[src/sv/wds_pkg.sv]
`default_nettype none

package wds_pkg;

    localparam int TABLE_DEPTH = 256;
    localparam int IDX_W       = $clog2(TABLE_DEPTH);
    localparam int CNT_W       = $clog2(TABLE_DEPTH + 1);

    localparam int ACT_W     = 2;
    localparam int VAL_W     = 32;
    localparam int WT_W      = 16;
    localparam int SEL_W     = 32;
    localparam int SUM_W     = 24;
    localparam int ST_W      = 2;
    localparam int OUT_IDX_W = 8;
    localparam int OUT_CNT_W = 9;
    localparam int TGT_W     = SEL_W + SUM_W;

    localparam logic [SUM_W-1:0] SUM_MAX = {SUM_W{1'b1}};

    localparam logic [ACT_W-1:0] ACT_CLEAR  = 2'd0;
    localparam logic [ACT_W-1:0] ACT_LOAD   = 2'd1;
    localparam logic [ACT_W-1:0] ACT_SAMPLE = 2'd2;

    localparam logic [ST_W-1:0] ST_OK         = 2'd0;
    localparam logic [ST_W-1:0] ST_FULL       = 2'd1;
    localparam logic [ST_W-1:0] ST_EMPTY      = 2'd2;
    localparam logic [ST_W-1:0] ST_ZERO_TOTAL = 2'd3;

    typedef enum logic [3:0] {
        S_IDLE,
        S_DECODE,
        S_THR,
        S_PROBE,
        S_CMP,
        S_FETCH,
        S_PICK,
        S_RESULT
    } t_state;

    typedef struct packed {
        logic            capture;
        logic            clear;
        logic            load;
        logic            set_status;
        logic [ST_W-1:0] status;
        logic            mul;
        logic            thr;
        logic            probe;
        logic            update;
        logic            fetch;
        logic            pick;
        logic            out_load;
    } t_cmd;

    typedef struct packed {
        logic [ACT_W-1:0] action;
        logic             full;
        logic             empty;
        logic             zero_total;
        logic             search_done;
    } t_sts;

endpackage

`default_nettype wire

[src/sv/wds_ctrl.sv]
`default_nettype none

module wds_ctrl
    import wds_pkg::*;
(
    input  wire logic i_clk,
    input  wire logic i_rst_n,
    input  wire logic i_valid,
    output logic      o_stall,
    output logic      o_valid,
    input  wire logic i_stall,
    input  wire t_sts i_sts,
    output t_cmd      o_cmd
);

    t_state r_state;
    t_state n_state;
    logic   r_valid;
    logic   n_valid;
    t_cmd   cmd;

    always_ff @(posedge i_clk) begin
        if (!i_rst_n) begin
            r_state <= S_IDLE;
            r_valid <= 1'b0;
        end else begin
            r_state <= n_state;
            r_valid <= n_valid;
        end
    end

    always_comb begin
        n_state = r_state;
        cmd     = '0;
        unique case (r_state)
            S_IDLE: begin
                if (i_valid) begin
                    cmd.capture = 1'b1;
                    n_state     = S_DECODE;
                end
            end
            S_DECODE: begin
                n_state = S_RESULT;
                priority if (i_sts.action == ACT_CLEAR) begin
                    cmd.clear = 1'b1;
                end else if (i_sts.action == ACT_LOAD) begin
                    if (i_sts.full) begin
                        cmd.set_status = 1'b1;
                        cmd.status     = ST_FULL;
                    end else begin
                        cmd.load = 1'b1;
                    end
                end else if (i_sts.action == ACT_SAMPLE) begin
                    if (i_sts.empty) begin
                        cmd.set_status = 1'b1;
                        cmd.status     = ST_EMPTY;
                    end else if (i_sts.zero_total) begin
                        cmd.set_status = 1'b1;
                        cmd.status     = ST_ZERO_TOTAL;
                    end else begin
                        cmd.mul = 1'b1;
                        n_state = S_THR;
                    end
                end else begin
                    // unused code: report the table summary only
                    n_state = S_RESULT;
                end
            end
            S_THR: begin
                cmd.thr = 1'b1;
                n_state = S_PROBE;
            end
            S_PROBE: begin
                if (i_sts.search_done) begin
                    cmd.fetch = 1'b1;
                    n_state   = S_FETCH;
                end else begin
                    cmd.probe = 1'b1;
                    n_state   = S_CMP;
                end
            end
            S_CMP: begin
                cmd.update = 1'b1;
                n_state    = S_PROBE;
            end
            S_FETCH: begin
                n_state = S_PICK;
            end
            S_PICK: begin
                cmd.pick = 1'b1;
                n_state  = S_RESULT;
            end
            S_RESULT: begin
                if (!r_valid || !i_stall) begin
                    cmd.out_load = 1'b1;
                    n_state      = S_IDLE;
                end
            end
            default: begin
                n_state = S_IDLE;
            end
        endcase
    end

    always_comb begin
        n_valid = r_valid;
        if (cmd.out_load) begin
            n_valid = 1'b1;
        end else if (r_valid && !i_stall) begin
            n_valid = 1'b0;
        end
    end

    assign o_cmd   = cmd;
    assign o_stall = (r_state != S_IDLE);
    assign o_valid = r_valid;

endmodule

`default_nettype wire

[config.mk]
export PLATFORM = sky130hd
export DESIGN_NAME = wds_ctrl
export DESIGN_NICKNAME = d
export VERILOG_FILES = /design/src/sv/wds_pkg.sv /design/src/sv/wds_ctrl.sv
export SDC_FILE = /design/constraint.sdc
export NUM_CORES = 1
export LEC_CHECK = 0
export ABC_AREA = 1
export BUFFER_PORTS_ARGS = -buffer_cell sky130_fd_sc_hd__buf_2
export CAP_MARGIN = 20
export CORE_AREA = 5 5 42 44
export DETAILED_ROUTE_END_ITERATION = 8
export DIE_AREA = 0 0 47 49
export PLACE_DENSITY = 0.64
export REMOVE_ABC_BUFFERS = 1
export SLEW_MARGIN = 10
export SYNTH_ARGS = -nofsm -noshare
export SYNTH_HDL_FRONTEND = slang
export SYNTH_SLANG_ARGS = --single-unit
[constraint.sdc]
create_clock -name i_clk -period 1.6 [get_ports i_clk]
set_clock_uncertainty 0.15 [all_clocks]
set_input_delay 0.08 -clock i_clk [delete_from_list [all_inputs] [get_ports i_clk]]
set_output_delay 0.08 -clock i_clk [all_outputs]
set_load 0.01 [all_outputs]
# --- Word-level counts from Yosys, hierarchy flattened ---
# Index checks and enable logic that the tools add are counted.
classes:
  n_reduce_logical: 10
  n_mux: 35
  n_eq_ne: 11
ops:
  columns: ["op", "count"]
  rows:
  - ["4-bit case mux with 7 select lines", 1]
  - ["3-bit 2-to-1 mux", 9]
  - ["1-bit 2-to-1 mux", 20]
  - ["4-bit by 3-bit equality test with 1-bit output (second input constant)", 4]
  - ["4-bit 2-to-1 mux", 3]
  - ["4-bit by 2-bit equality test with 1-bit output (second input constant)", 2]
  - ["6-bit 2-to-1 mux", 1]
  - ["5-bit 2-to-1 mux", 1]
  - ["4-bit by 1-bit equality test with 1-bit output (second input constant)", 1]
  - ["4-bit logical NOT", 1]
  - ["2-bit != test (second input constant)", 2]
  - ["4-bit nonzero test", 1]
  - ["2-bit by 1-bit equality test with 1-bit output (second input constant)", 1]
  - ["2-bit equality test (second input constant)", 1]
  - ["1-bit logical NOT", 2]
  - ["2-bit logical NOT", 1]
  - ["2-bit AND reduction", 1]
  - ["2-bit nonzero test", 1]
  - ["2-bit OR reduction", 1]
  - ["1-bit logical AND", 1]
  - ["1-bit logical OR", 1]
word_totals:
  elab_cells: 58
  inputBits: 10
  register_bits: 5
  output_inout_bits: 15

# --- Longest topological paths before layout ---
# Gate-level depths: netlist of the first run.
logic_depth:
  depth_word: 6
  depth_mapped: 7
  ltp_nobuf: 7

# --- Worst setup path after synthesis of the first run ---
# Ideal clock, no wire load.
synth_path:
  path_kind: "register to output"
  start: "register r_state[1]"
  end: "output port o_cmd[10] (netlist name)"
  path_stages_with_launch: 6
  slack_ns: 0.460
  t_required_ns: 1.370
  n_path_buf: 0
  arrival_ns: 0.910
  path_cell_list: "dfxtp_1 -> inv_2 -> nand2_2 -> nor2_2 -> inv_1 -> nor3_1"
synth_rtl:
  columns: ["item", "line_no", "text"]
  rows:
  - ["start, declared", "wds_ctrl.sv:16", "t_state r_state;"]
  - ["start signal, assigned", "wds_ctrl.sv:27", "r_state <= n_state;"]
  - ["end, declared", "wds_ctrl.sv:13", "output t_cmd o_cmd"]

==> flow_metrics.tcl, run 1 <==
set metrics [dict create \
    status "finished, final reports clean" \
    num-fill-cells 160 \
    intPower_w 0.000289 \
    drc 0 \
    numCtsBuffers 3 \
    r2r_start "r_state[0]" \
    area.sequential_um2 80.1 \
    max-slew-margin-rel_pct 86.2 \
    track_usage_pct 7.68 \
    clock-root-buffer "clkbuf_4" \
    place_area_um2 457 \
    final_area_um2 504 \
    cp.required_ps 1370 \
    grt_pass1_vias 360 \
    cts_max_path_buffers 2 \
    clkTransAtPathRegs_ps 40 \
    r2r_end "r_state[2]" \
    final_cells 102 \
    antenna_found_initial 0 \
    post-synth-top-area-cell "dfxtp_1" \
    hold_depth 5 \
    synth.area.top_cells "dfxtp_1 (25%), inv_1 (13%), nand2_1 (12%)" \
    max_stage_delay_ps 350 \
    io_pins 25 \
    drv_cap 0 \
    syn2layout_area_growth_pct 55.6 \
    ys_seq_area_share_pct 24.7 \
    cts_tree "yes" \
    overflow 0 \
    multi_input_area_um2 193 \
    crit_buf_inv 3 \
    drt_pass1_iterations 4 \
    pwr-share-clk_pct 26.1 \
    finalSetupViolations 0 \
    wirelength_um 864 \
    slew_violations 0 \
    clkLatencyLatePin_ps 240 \
    p_leak_nw 0.302 \
    irDropWorstVdd_mv 0.410 \
    dp_hpwl_um 715 \
    min_to "r_state[0]" \
    synth_top_area_share_pct 24.7 \
    p_comb_share_pct 43.9 \
    ant_nets 0 \
    die_w_um 47 \
    grt_max_degree 8 \
    post_cts_buffers 0 \
    wl_per_cell_um 8.47 \
    grt_pass1_wl_um 1280 \
    drt_iter0_drc 6 \
    yosysWarnings 0 \
    place_congestion 0.733 \
    power_switching_w 0.000203 \
    netlist_instances 58 \
    max_slew.worst_pin.slew_ps 206 \
    die_y_um 49 \
    hp-start "i_valid" \
    switching_share_pct 41.3 \
    finalSetupTns_ps 0 \
    portBuffers 24 \
    rows 14 \
    seqPwrFrac_pct 30.0 \
    startpoint_type "flip-flop" \
    avgSynthCellArea_um2 5.59 \
    cts-htree-levels 1 \
    syn_area_um2 324 \
    cp-end-kind "primary output" \
    dieArea_um2 2300 \
    p_per_area_nw_per_um2 975 \
    path_class "reg2out" \
    critical_path.cell_chain "inv_2, nand2_2, nor2_2, inv_1, nor3_1, buf_2" \
    cp_top_family "buffers and inverters" \
    place_inst 97 \
    arrival_ps 1230 \
    cts_sinks 4 \
    ys_ff_latch 4 \
    core_um2 1400 \
    reg2reg_setup_slack_ps 440 \
    num_vias 434 \
    slowest_stage "dfxtp_1" \
    rr_worst_depth 7 \
    final_util_pct 36.0 \
    insertedDiodeCount 0 \
    hp-class "in2reg" \
    initial_core_util_pct 23.1 \
    nets 98 \
    ys_types 16 \
    drive_above_1_share_pct 38.4 \
    fmax_ghz 0.685 \
    vias_per_cell 4.25 \
    fin_crit_sh_pct 91.3 \
    finalCriticalPeriod_ps 1460 \
    path_max_fanout 6 \
    hold_viol 0 \
]
-- sequential cells by signal (all words and copies together), names as in the netlist --
| signal | count |
|---|---|
| r_state | 3 |
| o_valid | 1 |
-- what timing repair did --
item / in CTS / in global routing
resized for setup: 0 / 1
endpoints found under the hold margin: 4 / 0
endpoints found under the setup margin: 0 / 1
hold buffers: 2 / 0
-- through the flow --
stage | worst slack (ps) | total power (W) | hold slack [ps]
floorplan | 460 | 0.000287 | 27.6
global placement | 414 | 0.000362 | 130
detailed placement | 388 | 0.000362 | 132
CTS | 128 | 0.000500 | 85.6
global route | -18.6 | 0.000540 | 116
finish | 140 | 0.000492 | 90.2
-- final cells by class --
cell class                      count  area share, %
Multi-Input combinational cell     40           38.2
Timing Repair Buffer               26           27.8
Sequential cell                     4           15.9
Inverter                           13           9.68
Clock buffer                        3           4.47
Tap cell                           16           3.97
-- synth_stat cells (all sizes together) --
master	count
inv	13
nand2	11
nor2	10
a21oi	5
dfxtp	4
nand3	4
nor3	4
nand4	2
o21ai	2
a31oi	1
buf	1
nand3b	1
-- worst max-delay path by stage --
stage                           from         to  slack (ps)  cells after the start
final                     r_state[1]  o_cmd[10]         140                      6
after global placement    r_state[1]  o_cmd[11]         410                      6
after CTS                 r_state[1]  o_cmd[11]         130                      6
after floorplan           r_state[1]  o_cmd[10]         460                      5
after detailed placement  r_state[1]  o_cmd[11]         390                      6
after global routing      r_state[1]  o_cmd[10]         -20                      6
-- worst reg2reg max path, stage by stage (launching register included) --
cell     delay (ps)
dfxtp_1         410
inv_1           120
nand3_1         100
o21ai_1          60
inv_1            60
nand4_1          70
nand2_1          60
inv_1            30
-- layer usage --
| metal | track usage [%] | wire length [um] | vias to the layer above |
|---|---|---|---|
| met2 | 11.8 | 407 | 19 |
| met5 | 0 | 0 | - |
| met4 | 6.91 | 0 | 0 |
| met3 | 2.58 | 118 | 0 |
| li1 | - | - | 241 |
| met1 | 7.69 | 337 | 174 |
-- kinds of logic (layout without fill, tap and decap cells) --
logic type / after synthesis / count (layout) / share of synthesized area, %
DFF: 4 / 4 / 24.7
AOI/OAI and AO/OA: 8 / 8 / 12.7
and+or+nand+nor: 32 / 32 / 45.2
buffers and inverters: 14 / 42 / 17.4
-- placed cells by master (no fill, tap or decap), drive strengths merged --
master	instances
inv	13
a31oi	1
nor3	4
clkbuf	3
nor2	10
nand3b	1
o21ai	2
nand3	4
dlygate4sd3	2
buf	24
dfxtp	4
a21oi	5
nand2	11
nand4	2
-- power groups by stage --
stage	sequential (W)	clock (W)	combinational (W)
final	0.000148	0.000128	0.000216
after global routing	0.000151	0.000141	0.000248
after CTS	0.000147	0.000135	0.000218
after detailed placement	0.000149	0	0.000214
after global placement	0.000148	0	0.000215
after floorplan	0.000144	0	0.000142
No activity file was read; power rests on OpenSTA's default activity.
==> run 2, diff against run 1 <==
--- a/config.mk
+++ b/config.mk
@@ -11,6 +11,7 @@
 export CORE_AREA = 5 5 42 44
 export DETAILED_ROUTE_END_ITERATION = 8
 export DIE_AREA = 0 0 47 49
+export GPL_TIMING_DRIVEN = 0
 export PLACE_DENSITY = 0.64
 export REMOVE_ABC_BUFFERS = 1
 export SLEW_MARGIN = 10
==> run 2 against run 1 <==
- via count increased by 2.5%
- largest power group unchanged
- design area unchanged
- first-iteration DRC count rose by 83%
- total power grew 0.25%
- register-to-register slack about the same
- maximum frequency rose by 1.1%
- flip-flop and latch count is the same
- sequential power barely moved
- worst setup slack better by 15 ps
- critical path type unchanged
- die area unchanged
==> flow_metrics.tcl, run 2 (synthesis gave the netlist of run 1 again) <==
set metrics [dict create \
    status "finished, final reports clean" \
    clkTransAtPathRegs_ps 40 \
    startpoint_type "flip-flop" \
    finalSetupViolations 0 \
    area.sequential_um2 80.1 \
    initial_core_util_pct 23.1 \
    crit_buf_inv 3 \
    nets 98 \
    antenna_found_initial 0 \
    num-fill-cells 167 \
    cp-end-kind "primary output" \
    crit_path_end "o_cmd[11]" \
    rows 14 \
    cts_tree "yes" \
    vias_per_cell 4.36 \
    largest_register_ffs 3 \
    track_usage_pct 8.46 \
    cts-htree-levels 1 \
    die_y_um 49 \
    core_um2 1400 \
    io_pins 25 \
    max_stage_delay_ps 350 \
    path_depth 6 \
    rsz0062_at_grt "no" \
    dp_hpwl_um 751 \
    p_total_w 0.000493 \
    max-slew-margin-rel_pct 85.3 \
    clock-root-buffer "clkbuf_4" \
    cts_sinks 4 \
    arrival_ps 1220 \
    cp.required_ps 1370 \
    finalCriticalPeriod_ps 1450 \
    dr_wl_met3_um 110 \
    path_class "reg2out" \
    wl_met2_um 453 \
    cpMostUsedCell "inv_2" \
    num_vias 445 \
    drt_pass1_iterations 3 \
    dieArea_um2 2300 \
    p_per_area_nw_per_um2 978 \
    wirelength_um 927 \
    max_slew.worst_pin.slew_ps 218 \
    hold_viol 0 \
    insertedDiodeCount 0 \
    slew_violations 0 \
    reg2reg_setup_slack_ps 430 \
    numCtsBuffers 3 \
    cp_top_family "flip-flops" \
    place_congestion 0.723 \
    finalSetupTns_ps 0 \
    clkLatencyLatePin_ps 230 \
    critical_path.cell_chain "inv_2, nand2_2, nor2_2, inv_2, nor3_1, buf_2" \
    grt_pass1_vias 377 \
    die_w_um 47 \
    layout_common_cells "buf_2 (24), nand2_1 (10), inv_1 (10)" \
    multi_input_area_um2 193 \
    post-place-ws_ps 387 \
    grt_max_degree 8 \
    cts_max_path_buffers 2 \
    fin_crit_sh_pct 90.3 \
    drv_cap 0 \
    fin_ws_ps 155 \
    portBuffers 24 \
    top_layer_used "met4" \
    fmax_ghz 0.692 \
    rr_worst_depth 7 \
    p_leak_nw 0.301 \
    cp-startpoint "r_state[1]" \
    r2r_start "r_state[0]" \
    drt_iter0_drc 11 \
    hp-class "in2reg" \
    irDropWorstVdd_mv 0.392 \
    drive_above_1_share_pct 39.5 \
    layout_commonest_cell "buf_2" \
    path_max_fanout 6 \
    slowest_stage "dfxtp_1" \
    ant_nets 0 \
    syn2layout_area_growth_pct 55.6 \
    post_cts_buffers 0 \
    overflow 0 \
    top_register "r_state" \
    wl_met1_um 350 \
    drc 0 \
    r2r_end "r_state[2]" \
    wl_per_cell_um 9.09 \
    grt_pass1_wl_um 1420 \
]
==> run 2: cell counts in the layout (fill, tap and decap cells not counted) <==
No cell type changed its count.
==> run 2: layout make-up <==
type / instances / share of cell area [%]
Clock buffer: 3 / 4.47
Inverter: 13 / 9.68
Multi-Input combinational cell: 40 / 38.2
Sequential cell: 4 / 15.9
Tap cell: 16 / 3.97
Timing Repair Buffer: 26 / 27.8
==> run 2: tightest hold or removal path, delay by kind of cell <==
kind	cells	cell delay [ps]
AOI/OAI and AO/OA	1	100
and+or+nand+nor	2	140
buffers and inverters	2	110
==> run 2: worst min path at each step <==
stage / cells past startpoint / slack, ps / to / from
2_1_floorplan: 2 / 30 / r_state[2] / i_rst_n
3_3_place_gp: 3 / 130 / r_state[2] / i_rst_n
3_5_place_dp: 3 / 140 / r_state[2] / i_rst_n
4_1_cts: 5 / 90 / r_state[0] / i_valid
5_1_grt: 5 / 120 / r_state[0] / i_valid
6_report: 5 / 90 / r_state[0] / i_valid
==> run 2: per-stage QoR <==
stage	cell area, um^2	hold slack, ps	instances	utilization [%]
after floorplan	317	27.6	57	-
after global placement	457	129	97	32.6
after detailed placement	457	136	97	32.6
after CTS	499	92.5	102	35.6
after global routing	504	116	102	36.0
final	504	90.2	102	36.0
==> run 2: what timing repair did <==
action,CTS,global route
hold buffers,2,0
hold endpoints to repair,4,0
endpoints found under the setup margin,0,2
gates resized for setup,0,2
==> run 2: report_power, final <==
| group | switching (W) | leakage (nW) | total [W] | internal [W] |
|---|---|---|---|---|
| Combinational | 0.000135 | 0.254 | 0.000220 | 0.0000853 |
| Sequential | 0.0000281 | 0.0330 | 0.000148 | 0.000120 |
| Clock | 0.0000410 | 0.0138 | 0.000125 | 0.0000839 |
==> run 2: layer usage <==
layer,vias up,track usage (%)
li1,241,-
met1,183,9.25
met2,19,12.9
met3,2,3.32
met4,0,5.53
met5,-,0
